`config.mk`:
```
export PLATFORM = sky130hd
export DESIGN_NAME = bfaf_cell
export DESIGN_NICKNAME = d
export VERILOG_FILES = /design/src/bfaf_pkg.sv /design/src/bfaf_cell.sv
export SDC_FILE = /design/constraint.sdc
export NUM_CORES = 1
export LEC_CHECK = 0
export BUFFER_PORTS_ARGS = -buffer_cell sky130_fd_sc_hd__buf_2
export CORE_AREA = 3 3 116 118
export DETAILED_ROUTE_END_ITERATION = 6
export DIE_AREA = 0 0 119 121
export GPL_TIMING_DRIVEN = 0
export PLACE_DENSITY = 0.83
export SLEW_MARGIN = 20
export SYNTH_ARGS = -nofsm -noshare
export SYNTH_HDL_FRONTEND = slang
export SYNTH_SLANG_ARGS = --single-unit
```
`constraint.sdc`:
```
create_clock -name clk -period 1.25 [get_ports clk]
set_clock_uncertainty 0.15 [all_clocks]
set_input_delay 0.125 -clock clk [delete_from_list [all_inputs] [get_ports clk]]
set_output_delay 0.125 -clock clk [all_outputs]
set_load 0.03 [all_outputs]
```
`src/bfaf_pkg.sv`:
```
// Shared types and constants for the bounded flow admission filter.
// No dependencies.
package bfaf_pkg;

    localparam int MAX_FLOWS   = 64;
    localparam int CNT_W       = $clog2(MAX_FLOWS + 1);
    localparam int LIMIT_W     = 7;
    localparam int HELD_W      = 7;
    localparam int CMP_W       = (CNT_W > LIMIT_W) ? CNT_W : LIMIT_W;
    localparam int GRP_SIZE    = 8;
    localparam int NUM_GRPS    = (MAX_FLOWS + GRP_SIZE - 1) / GRP_SIZE;
    localparam int MIN_HDR     = 20;
    localparam int HDR_SUM_W   = 7;
    localparam logic [7:0] PROTO_TCP = 8'd6;

    typedef enum logic [2:0] {
        V_KNOWN   = 3'd0,
        V_NEW     = 3'd1,
        V_FULL    = 3'd2,
        V_BAD_IP  = 3'd3,
        V_NOT_TCP = 3'd4,
        V_BAD_TCP = 3'd5,
        V_EMPTY   = 3'd6
    } verdict_t;

    typedef enum logic [1:0] {
        ST_IDLE,
        ST_CMP,
        ST_RED,
        ST_DEC
    } state_t;

    typedef struct packed {
        logic [3:0]  ip_header_words;
        logic [7:0]  protocol;
        logic [3:0]  tcp_header_words;
        logic [15:0] ip_total_length;
        logic [31:0] src_ip;
        logic [31:0] dst_ip;
        logic [15:0] src_port;
        logic [15:0] dst_port;
    } in_item_t;

    typedef struct packed {
        logic        keep;
        logic [2:0]  verdict;
        logic [6:0]  flows_held;
    } out_item_t;

    typedef struct packed {
        logic [31:0] src_ip;
        logic [31:0] dst_ip;
        logic [15:0] src_port;
        logic [15:0] dst_port;
    } flow_key_t;

endpackage

```
`src/bfaf_cell.sv`:
```
// One flow table cell: holds one tuple, matches it both ways against the query,
// and passes its tuple to the next cell on insert. Depends on bfaf_pkg.
module bfaf_cell
    import bfaf_pkg::*;
(
    input  logic      clk,
    input  logic      shift_en,
    input  flow_key_t shift_in,
    input  flow_key_t query,
    input  logic      entry_valid,
    output flow_key_t entry_out,
    output logic      hit
);

    flow_key_t entry_reg;
    logic      hit_reg;
    flow_key_t swapped;
    logic      hit_next;

    always_comb
    begin
        swapped.src_ip   = query.dst_ip;
        swapped.dst_ip   = query.src_ip;
        swapped.src_port = query.dst_port;
        swapped.dst_port = query.src_port;
        hit_next = entry_valid && ((entry_reg == query) || (entry_reg == swapped));
    end

    always_ff @(posedge clk)
    begin
        if (shift_en)
        begin
            entry_reg <= shift_in;
        end
        hit_reg <= hit_next;
    end

    assign entry_out = entry_reg;
    assign hit       = hit_reg;

endmodule

```
# Word-level counts from Yosys, hierarchy flattened

Index checks and enable logic that the tools add are counted.

Add/subtract/negate cells: 0
Multipliers: 0
Divide/modulo/power cells: 0
Order comparisons: 0
Equal/unequal tests: 2
Shift-type cells: 0
Muxes and demuxes: 0
Bitwise logic cells: 0
Reduce and logical (&&, ||, !) cells: 2

Operators with widths:

| kind              | count |
|---|---|
| $eq 96x96->1      | 2 |
| $logic_and 1x1->1 | 1 |
| $logic_or 1x1->1  | 1 |

Register bits: 97
Latch bits: 0
Memory bits (writable): 0
ROM bits: 0
Word-level logic and storage cells: 9
Memories: 0

# Depth between registers and ports, before layout

Word-level depth: 3
Depth in mapped cells: 5

# Least setup slack after synthesis

No wires, ideal clock.

Kind: register to register
Start: register entry_reg (netlist bit entry_out[10])
End: register hit_reg (netlist: hit)
Setup time: 0.075 ns
Data arrival time: 1.344 ns
Data required time: 1.025 ns
Path slack: -0.319 ns
Cell stages (with the launch flop): 6
Clock period less this slack: 1.569 ns
Path through: edfxtp_1 > xnor2_1 > nand4_1 > nor4_1 > nand4_1 > o22ai_1

Word-level cells in the longest chain between the ends: 3
Elaborated cells on any way between the ends: 4

RTL lines:

| item                     | RTL line        | text |
|---|---|---|
| start: declaration       | bfaf_cell.sv:15 | `flow_key_t entry_reg;` |
| start signal: assignment | bfaf_cell.sv:33 | `entry_reg <= shift_in;` |
| $eq 96x96->1             | bfaf_cell.sv:26 | `hit_next = entry_valid && ((entry_reg == query) \|\| (entry_reg == swapped));` |
| $logic_or 1x1->1 *       | bfaf_cell.sv:26 |  |
| $logic_and 1x1->1 *      | bfaf_cell.sv:26 |  |
| net hit_next             | bfaf_cell.sv:18 | `logic hit_next;` |
| end signal: assignment   | bfaf_cell.sv:35 | `hit_reg <= hit_next;` |
| end: declaration         | bfaf_cell.sv:16 | `logic hit_reg;` |

The timed path passes the listed nets; every way through them passes the cells marked *.
A chain may end at the register's enable or synchronous reset.

# Worst setup path after layout

Start: register entry_reg (netlist bit entry_out[11])
End: register hit_reg (netlist: hit)

Same word-level chain as after synthesis.

==> summary.txt <==
Run status
  • Status: finished, violations left
  • Failing checks: negative setup slack

Layout
  • Max FFs per register: 96
  • Commonest non-fill, non-tap cell in the layout: buf_2
  • Layout cells sized above 1: 46.9%
  • P&R area growth vs syn: 80.8%
  • Most frequent cells in the layout: buf_2, xnor2_1, buf_6
  • Ant. Diodes: 0
  • Nets: ~970

Worst setup path
  • CP max stage delay: 0.47 ns
  • CP dominant cell by count: nand4_1
  • WP buf/inv: 0
  • CP top delay family: simple AND/OR/NAND/NOR gates
  • CP Data Required Time: 1.37 ns
  • CP Capture Type: register
  • CP max-delay cell: edfxtp_1
  • Startpoint types: register
  • Crit path kind: register to register
  • Critical Path AT: roughly 1.9 ns
  • CP Max Fanout: 3
  • CP cell instances: xnor2_1 -> nand4_1 -> nor4_2 -> nand4_1 -> o22ai_1

Synth
  • Synth top area share: between 50% and 60%
  • Synthesized instance count: 358
  • Post-synth net total: 553
  • Synth Area in Compound Gates: 0.125%
  • Multiplexer share of the synthesized area: 0%
  • Mapped Area: 5000 um2
  • Area leader, netlist: edfxtp_1
  • Top cells by area, synth: edfxtp_1, xnor2_1, nand4_1, nor4_1, dfxtp_1
  • Synth Register Bits: 97
  • Ys Warns: 0
  • Yosys cell types: 11
  • Sequential area share after synthesis: just under 60%
  • Area share of fa/ha/maj cells after synthesis: 0%
  • Largest family of logic cells by synthesized area: XOR/XNOR gates
  • Xor/xnor share of the synthesized area: 33.6%
  • Simple-gate share of the synthesized area: 8.28%
  • Syn Area/Cell: about 14 um2

STA
  • Final setup viols: 90
  • Hold WS: 0.0546 ns
  • Setup_tns: -4.68 ns
  • Worst Setup Slack, final: -0.554 ns
  • Slew @ Worst Pin: 0.667 ns
  • Max-slew violation count: 0
  • Hold Violations, Final: 0
  • Max_slew headroom: a little under three fifths
  • Min cycle time layout: 1.80 ns
  • FMAX: ~0.55 GHz
  • Unrepaired setup endpoints after global routing: true
  • Final period util: 144%

Floorplan
  • I/O pin total: around 290
  • Die Wd: approximately 120 um
  • Die area: 14400 um2
  • Starting Density: 39.8%
  • Core box area: 12600 um2
  • Std cell rows: between 40 and 50
  • Die Height: 121 um

Power and ir drop
  • Int Pwr: 7.14 mW
  • Power share of the sequential group: 41.8%
  • P_leak: roughly 3.6 nW
  • Cell Pwr Density: ~1100 nW/um2
  • VDD IR max: approximately 0.72 mV
  • Combinational power share: between 20% and 30%
  • Net Sw Frac: 29.9%
  • NetSw: between 3 and 4 mW
  • Clock power share: 28.5%

Route
  • Routed WL: between 20 and 25 mm
  • First drt pass iteration count: 5
  • WL/cell: 23.4 um
  • DR vias: between 4000 and 5000
  • Starting DRT DRC Count: 283
  • DRC: 0
  • Vias/cell: 5.12
  • Post-route ant nets: 0

Clock tree
  • Worst-path clk slew: around 0.070 ns
  • H-tree depth: 3
  • Root Buffer: clkbuf_16
  • Worst skew pair latency: 0.35 ns
  • CTS tree: yes
  • CTS max path bufs: 2
  • TritonCTS Buffers: 9
  • Clock sink count: 97

Place
  • Dpl hpwl: 15.8 mm
  • RePlAce Congestion: 0.997
  • I/O Buffers: 291

GRT
  • Initial antenna violation count: 0
  • GRT Overall Usage: 30.3%
  • Global route overflow: 0
  • Wire length of the first global-routing pass: 31.9 mm
  • Vias in the first global route: 5456
  • Largest net degree at the start of global routing: 51

Job
  • Max-Cap Viols: 0

Hold path
  • HP Class: input port to register
==> timing repair <==
item / 4_1_cts / 5_1_grt
pin swaps: 15 / 4
resized for setup: 215 / 27
setup buffers: 13 / 10
setup endpoints to repair: 97 / 97
hold buffers: 96 / 0
endpoints found under the hold margin: 96 / 0
==> power groups by stage <==
stage               combinational, mW  sequential (mW)  clock, mW
floorplan                       0.708             4.69          0
global placement                 2.20             4.24          0
detailed placement               2.23             4.25          0
CTS                              2.89             4.24       2.94
global route                     3.16             4.29       3.06
finish                           3.02             4.27       2.91
==> per-layer routing <==
metal,part of all wire (%),track usage (%),vias up
li1,-,-,2150
met1,37,34.1,2347
met2,52,54.8,318
met3,7.1,6.57,62
met4,3.7,13.5,0
met5,0,0,-
==> tightest hold or removal path, delay by kind of cell <==
kind,cells,cell delay [ns]
buffers and inverters,1,0.13
AND/OR/NAND/NOR,3,0.18
AO/OA/AOI/OAI,1,0.06
==> path summary, 6_finish.rpt <==
kind	from	endpoint	slack [ns]	depth (start not counted)
max reg2reg	entry_out[11]	hit	-0.55	5
min reg2reg	entry_out[89]	hit	0.70	5
max	entry_out[11]	hit	-0.55	5
min	entry_valid	hit	0.05	5
==> cell families after synthesis <==
family                    after synthesis
AOI/OAI and AO/OA                       1
xor gates and xnor gates              192
DFF                                    97
and+or+nand+nor                        68
==> layout make-up <==
cell class | instances | area [um2]
Fill cell | 773 | 3520
Timing Repair Buffer | 408 | 3220
Sequential cell | 97 | 2900
Multi-Input combinational cell | 261 | 2410
Clock buffer | 10 | 229
Tap cell | 172 | 215
Clock inverter | 5 | 71.3
==> cells in the mapped netlist <==
cell	n
xnor2_1	192
edfxtp_1	96
nand4_1	48
nor4_1	9
nand3_1	4
nand2_1	2
nor2_1	2
nor3_1	2
dfxtp_1	1
nor4_2	1
o22ai_1	1
==> per-stage QoR <==
stage                     instance area, um2  worst slack, ns  cells  util, %  total power [mW]
after global placement                  6680           -0.905    821     53.1              6.44
after CTS                               8860           -0.481    946     70.5              10.1
after detailed placement                6710           -0.658    822     53.4              6.48
after global routing                    9050           -0.597    953     72.0              10.5
after floorplan                         5000           -0.306    358        -              5.40
final                                   9050           -0.554    953     72.0              10.2
Power figures use the tool's default switching activity.
