===== src/bfaf_pkg.sv =====
// Shared types and constants for the bounded flow admission filter.
// No dependencies.
package bfaf_pkg;

    localparam int MAX_FLOWS   = 64;
    localparam int CNT_W       = $clog2(MAX_FLOWS + 1);
    localparam int LIMIT_W     = 7;
    localparam int HELD_W      = 7;
    localparam int CMP_W       = (CNT_W > LIMIT_W) ? CNT_W : LIMIT_W;
    localparam int GRP_SIZE    = 8;
    localparam int NUM_GRPS    = (MAX_FLOWS + GRP_SIZE - 1) / GRP_SIZE;
    localparam int MIN_HDR     = 20;
    localparam int HDR_SUM_W   = 7;
    localparam logic [7:0] PROTO_TCP = 8'd6;

    typedef enum logic [2:0] {
        V_KNOWN   = 3'd0,
        V_NEW     = 3'd1,
        V_FULL    = 3'd2,
        V_BAD_IP  = 3'd3,
        V_NOT_TCP = 3'd4,
        V_BAD_TCP = 3'd5,
        V_EMPTY   = 3'd6
    } verdict_t;

    typedef enum logic [1:0] {
        ST_IDLE,
        ST_CMP,
        ST_RED,
        ST_DEC
    } state_t;

    typedef struct packed {
        logic [3:0]  ip_header_words;
        logic [7:0]  protocol;
        logic [3:0]  tcp_header_words;
        logic [15:0] ip_total_length;
        logic [31:0] src_ip;
        logic [31:0] dst_ip;
        logic [15:0] src_port;
        logic [15:0] dst_port;
    } in_item_t;

    typedef struct packed {
        logic        keep;
        logic [2:0]  verdict;
        logic [6:0]  flows_held;
    } out_item_t;

    typedef struct packed {
        logic [31:0] src_ip;
        logic [31:0] dst_ip;
        logic [15:0] src_port;
        logic [15:0] dst_port;
    } flow_key_t;

endpackage


===== src/bfaf_hit_reduce.sv =====
// Registered OR tree over the cell hit flags: group ORs registered, final OR combinational.
// Depends on bfaf_pkg.
module bfaf_hit_reduce
    import bfaf_pkg::*;
(
    input  logic                 clk,
    input  logic [MAX_FLOWS-1:0] hits,
    output logic                 any_hit
);

    logic [NUM_GRPS-1:0] grp_reg;
    logic [NUM_GRPS-1:0] grp_next;

    always_comb
    begin
        grp_next = '0;
        for (int g = 0; g < NUM_GRPS; g++)
        begin
            for (int j = 0; j < GRP_SIZE; j++)
            begin
                if (g * GRP_SIZE + j < MAX_FLOWS)
                begin
                    grp_next[g] = grp_next[g] | hits[g * GRP_SIZE + j];
                end
            end
        end
    end

    always_ff @(posedge clk)
    begin
        grp_reg <= grp_next;
    end

    assign any_hit = |grp_reg;

endmodule


===== config.mk =====
export PLATFORM = sky130hd
export DESIGN_NAME = bfaf_hit_reduce
export DESIGN_NICKNAME = d
export VERILOG_FILES = /design/src/bfaf_pkg.sv /design/src/bfaf_hit_reduce.sv
export SDC_FILE = /design/constraint.sdc
export NUM_CORES = 1
export LEC_CHECK = 0
export BUFFER_PORTS_ARGS = -buffer_cell sky130_fd_sc_hd__buf_2
export CAP_MARGIN = 5
export CORE_MARGIN = 2
export CORE_UTILIZATION = 20
export CTS_CLUSTER_SIZE = 28
export DETAILED_ROUTE_END_ITERATION = 10
export GPL_TIMING_DRIVEN = 1
export PLACE_DENSITY_LB_ADDON = 0.2
export SLEW_MARGIN = 5
export SYNTH_ARGS = -nofsm -noshare
export SYNTH_HDL_FRONTEND = slang
export SYNTH_SLANG_ARGS = --single-unit
export TNS_END_PERCENT = 30

===== constraint.sdc =====
create_clock -name clk -period 0.8 [get_ports clk]
set_clock_uncertainty 0.1 [all_clocks]
set_input_delay 0.04 -clock clk [delete_from_list [all_inputs] [get_ports clk]]
set_output_delay 0.04 -clock clk [all_outputs]
set_load 0.05 [all_outputs]

# [After elaboration in Yosys (flattened, before gate mapping)]
# Cells that the tools add are included.
[totals] ff_bits=8 out_inout_bits=1 word_cells=58
[op_classes] n_bitwise=56 n_reduce_logical=1
[op_table] cell="$or A1 B1 Y1" count=56
[op_table] cell="$reduce_or A8 Y1" count=1

# [Longest topological paths before layout]
# Gate-level depths: netlist (run 1).
[logic_depth] word_depth=7 depth_mapped=2 mapped_depth_nobuf=2

# [Least setup slack after synthesis (run 1)]
# Ideal clock, no wire load.
[synth_path] path_kind="flip-flop to output port" startpoint="register grp_reg[1]" endpoint="output port any_hit" arrival_ns=0.855 required_ns=0.660 slack_ns=-0.195 path_stages_with_launch=3 n_path_buf=0 cell_sequence="dfxtp_1 > nor4_1 > nand2_1"
[synth_via] elab_chain_cells=1
[synth_lines] item="start: declaration" line="bfaf_hit_reduce.sv:11" rtl="logic [NUM_GRPS-1:0] grp_reg;"
[synth_lines] item="start signal: assignment" line="bfaf_hit_reduce.sv:31" rtl="grp_reg <= grp_next;"
[synth_lines] item="$reduce_or A8 Y1" line="bfaf_hit_reduce.sv:34" rtl="assign any_hit = |grp_reg;"
[synth_lines] item="end: declaration" line="bfaf_hit_reduce.sv:8" rtl="output logic any_hit"
# No other way between the ends.

# [Final worst setup path (run 1)]
[layout_path] startpoint="register grp_reg[5]" endpoint="output port any_hit"
# The elaborated chain is that of the path after synthesis.

==> reports/results.txt, run 1 <==
Main synth FF type: dfxtp_1
Hold path depth: 3
Power Total: 0.8514 mW
Fin crit share: 150.8%
CP endpoint kind: primary output
Max VDD drop: 0.4860 mV
Pwr dens: 1198 nW/um^2
Post-synthesis instance total: 35
First-pass GRT wire length: 1559 um
Drc violations: 0
Slew HR: 82.52%
Antenna violation net count after detailed routing: 0
Share of the synthesized area in the top cell type: 52.24%
Full die area: 1862 um^2
Seq pwr share: 47.2%
Synth area leader: dfxtp_1
Critical path type: reg -> out
Initial DRC Count: 6
Power Internal: 0.6884 mW
Outcome: finished with violations
Layout area overhead: 131.8%
Placed cells: 116
Crit-path leading delay family: simple AND/OR/NAND/NOR gates
Post-route cell area: 710.7 um^2
CTS Root Cell: clkbuf_4
Critical path depth: 3
Initial Utilization: 20.83%
Met2 usage: 20.60%
Largest net degree at the start of global routing: 5
GRT overflow: 0
Vias per cell: 4.412
Fill count: 150
Die Ht: 43.15 um
Logic pwr share: 19.2%
Register area share after synthesis: 52.24%
TritonCTS clock tree: done
Site Rows: 14
Grt peak-use layer: met2
Worst EP required: 660 ps
Max cap viols: 0
CTS HTree Levels: 1
RSZ-0062 raised after global routing: true
Sw Ratio: 19.14%
YS warnings: 0
Port bufs: 65
Longest Clk Path Bufs: 2
Slew Limit Fails: 0
Final cell count without fillers: 119
Final Hold Fails: 8
Worst setup margin: -406.7 ps
Synthesized area: 306.5 um^2
Placer Congestion: 0.7034
Clock power share: 33.6%
Placed cell area: 666.9 um^2
Syn Nets: 100
Setup Viol. Count Final: 1
Iteration count of the initial detailed-routing pass: 4
Wire per inst: 8.647 um
Critical-path cell with the highest stage delay: dfxtp_1
Num CTS Buffers: 3
Failing checks: negative hold slack, negative setup slack
Ports: 66
Number of global-route vias before repair: 479
Post-synth top cells: nor4_1 (18), nand2_1 (9), dfxtp_1 (8)
WHS: -126.4 ps
Width of the die: 43.15 um
Worst-Margin Slew: 259.8 ps
Critical Path Fanout Max: 1
Met1 global-route usage: 9.896%
Switching power: 0.1630 mW
EDFF count, synth: 0
Core ar.: 1471 um^2
Clock transition at path regs: 50 ps
WP data arrival: 1070 ps
Layout cells sized above 1: 70.87%
Post-Syn Area per Cell: 8.758 um^2
WL final: 1029 um
Ys async rst share: 0%
Layout net count: 170
Post-synthesis register bit count: 8
Top-count cell post-synth: nor4_1
Max Freq: 828.7 MHz
Antenna Cells: 0
CP max stage delay: 300 ps
Synth area leaders: dfxtp_1 (52%), nor4_1 (37%), nand2_1 (11%)
Max reg flops: 8
Vias: 525
CP Cell Sequence: nor4_2 > nand2_2 > buf_8
Total clock sinks: 8
Grt met3 use: 4.255%
Total track usage: 11.40%
Yosys cell types: 3
Worst min path class: in -> reg
Post-CTS setup repair buffer count: 0
Crit start category: flop
Initial antenna violation count: 0
CP Buf/Inv Count: 1
Tmin final: 1207 ps
Leak Pwr: 0.3636 nW
Setup TNS: -406.7 ps
## metrics by stage
stage	hold slack, ps	utilization [%]	setup WS [ps]
after floorplan	30.93	-	-125.0
after global placement	130.6	45.32	-195.0
after detailed placement	124.8	45.32	-193.9
after CTS	-134.4	48.21	-428.4
after global routing	-126.1	48.30	-449.0
final	-126.4	48.30	-406.7
## path summary, 6_finish.rpt
kind	start	slack [ps]	to
worst max-delay path	grp_reg[5]	-410	any_hit
worst min-delay path	hits[39]	-130	grp_reg[4]
## repair_timing
action	CTS	global route
setup endpoints to repair	1	1
pin swaps	1	1
resized for setup	5	1
hold endpoints to repair	8	8
## routing by layer
metal  vias up  wire, um
met2        33       528
met4         0         0
met5         -         0
met3         0       132
li1        277         -
met1       215       368
## power by group through the flow
stage                     Clock [mW]  Sequential (mW)  Combinational [mW]
after floorplan                    0            0.409              0.0151
after global placement             0            0.409               0.161
after detailed placement           0            0.409               0.166
after CTS                      0.303            0.401               0.166
after global routing           0.321            0.401               0.183
final                          0.286            0.402               0.164
## cells in the final DEF, fill, tap and decap left out
cell type	count
buf_2	64
nor4_1	16
nand2_1	8
dfxtp_1	6
clkbuf_4	3
dfxtp_2	2
nor4_2	1
nor4_4	1
nand2_2	1
buf_8	1
## logic make-up after synthesis
logic type,synth area share [%]
flip-flops,52.24
AND/OR/NAND/NOR,47.75
## final cells by class
class                           count  area, um^2  area share, %
Clock buffer                        3       22.52          3.169
Multi-Input combinational cell     27       170.2          23.94
Timing Repair Buffer               65       335.3          47.18
Sequential cell                     8       162.7          22.89
Tap cell                           16       20.02          2.817
(Power assumes the default switching activity.)
==> run 2, diff against run 1 <==
Settings changed: CORE_MARGIN 2 to 5, RECOVER_POWER from default to 25.
==> reports/results.txt, run 2 (synthesis results as in run 1) <==
Initial Utilization: 20.83%
Layout net count: 170
CTS Root Cell: clkbuf_4
Max VDD drop: 0.6567 mV
Max cap viols: 0
Final Hold Fails: 8
WL final: 1238 um
Layout cells sized above 1: 70.87%
Iteration count of the initial detailed-routing pass: 2
Fill count: 163
Vias: 525
Fin crit share: 153.4%
Placer Congestion: 0.7138
Max Freq: 815.0 MHz
Most frequent cells in the layout: buf_2 (64), nor4_1 (16), nand2_1 (8)
Slew HR: 80.64%
Post-CTS setup repair buffer count: 0
Final cell count without fillers: 119
Width of the die: 49.15 um
Initial DRC Count: 1
Placed cell area: 666.9 um^2
Port bufs: 65
Antenna Cells: 0
Wire per inst: 10.40 um
Drc violations: 0
Setup Viol. Count Final: 1
Outcome: finished with violations
Worst min path class: in -> reg
Ports: 66
CTS HTree Levels: 1
Most common cell after layout, fill and taps aside: buf_2
First-pass GRT wire length: 2021 um
Post-DP HPWL: 1158 um
Largest net degree at the start of global routing: 5
Die Ht: 49.15 um
Leak Pwr: 0.3803 nW
Worst-Margin Slew: 287.8 ps
Worst EP required: 660 ps
Post-route cell area: 719.4 um^2
Initial antenna violation count: 0
Full die area: 2416 um^2
Clock transition at path regs: 50 ps
RSZ-0062 raised after global routing: true
Pwr dens: 1188 nW/um^2
Antenna violation net count after detailed routing: 0
Tmin final: 1227 ps
Max reg flops: 8
CP endpoint kind: primary output
Crit start category: flop
GRT overflow: 0
Vias per cell: 4.412
Core ar.: 1471 um^2
Total clock sinks: 8
Failing checks: negative hold slack, negative setup slack
Number of global-route vias before repair: 553
Total track usage: 10.63%
Layout area overhead: 134.7%
Longest Clk Path Bufs: 2
Site Rows: 14
Slew Limit Fails: 0
Placed cells: 116
Critical Path Fanout Max: 1
Worst setup margin: -427.0 ps
Critical path type: reg -> out
TritonCTS clock tree: done
WP data arrival: 1090 ps
Num CTS Buffers: 3
WHS: -124.6 ps
Power Total: 0.8548 mW
[run 2: cell count changes in the layout (fill, tap and decap cells not counted)]
cell    delta
nor4_4     +1
nor4_2     -1
[run 2: timing repair]
item | 4_1_cts | 5_1_grt
setup endpoints to repair | 1 | 1
gates resized for setup | 5 | 2
pin swaps | 1 | 2
hold endpoints to repair | 8 | 8
[run 2: final timing paths]
path,slack [ps],to,depth (start not counted),from
max,-430,any_hit,3,grp_reg[2]
min,-120,grp_reg[0],3,hits[7]
[run 2: cell type report]
| type | count | area (um^2) | share of cell area [%] |
|---|---|---|---|
| tap | 16 | 20.02 | 2.783 |
| timing repair buffer | 65 | 335.3 | 46.61 |
| clock buffer | 3 | 22.52 | 3.130 |
| sequential | 8 | 162.7 | 22.61 |
| multi-input combinational | 27 | 178.9 | 24.87 |
[run 2: through the flow]
step	setup WS [ps]	TNS, ps	util (%)
detailed placement	-196.8	-196.8	45.32
floorplan	-125.0	-125.0	-
finish	-427.0	-427.0	48.89
CTS	-440.9	-440.9	48.21
global placement	-194.8	-194.8	45.32
global route	-481.3	-481.3	48.89
[run 2: power by group]
part / switching [mW] / internal (mW) / total (mW)
clock: 0.119 / 0.170 / 0.290
sequential: 0.00105 / 0.401 / 0.402
combinational: 0.0458 / 0.117 / 0.163
total: 0.166 / 0.688 / 0.855
[run 2: critical path, stage by stage (launching register included)]
cell	delay, ps
dfxtp_2	320
nor4_4	280
nand2_2	90
buf_8	150
[run 2: metal layers]
| layer | vias up | global-route usage [%] | wire (um) |
|---|---|---|---|
| met3 | 0 | 5.810 | 168 |
| met4 | 0 | 6.726 | 0 |
| met1 | 215 | 9.594 | 425 |
| met5 | - | 0 | 0 |
| li1 | 278 | - | - |
| met2 | 32 | 18.03 | 644 |
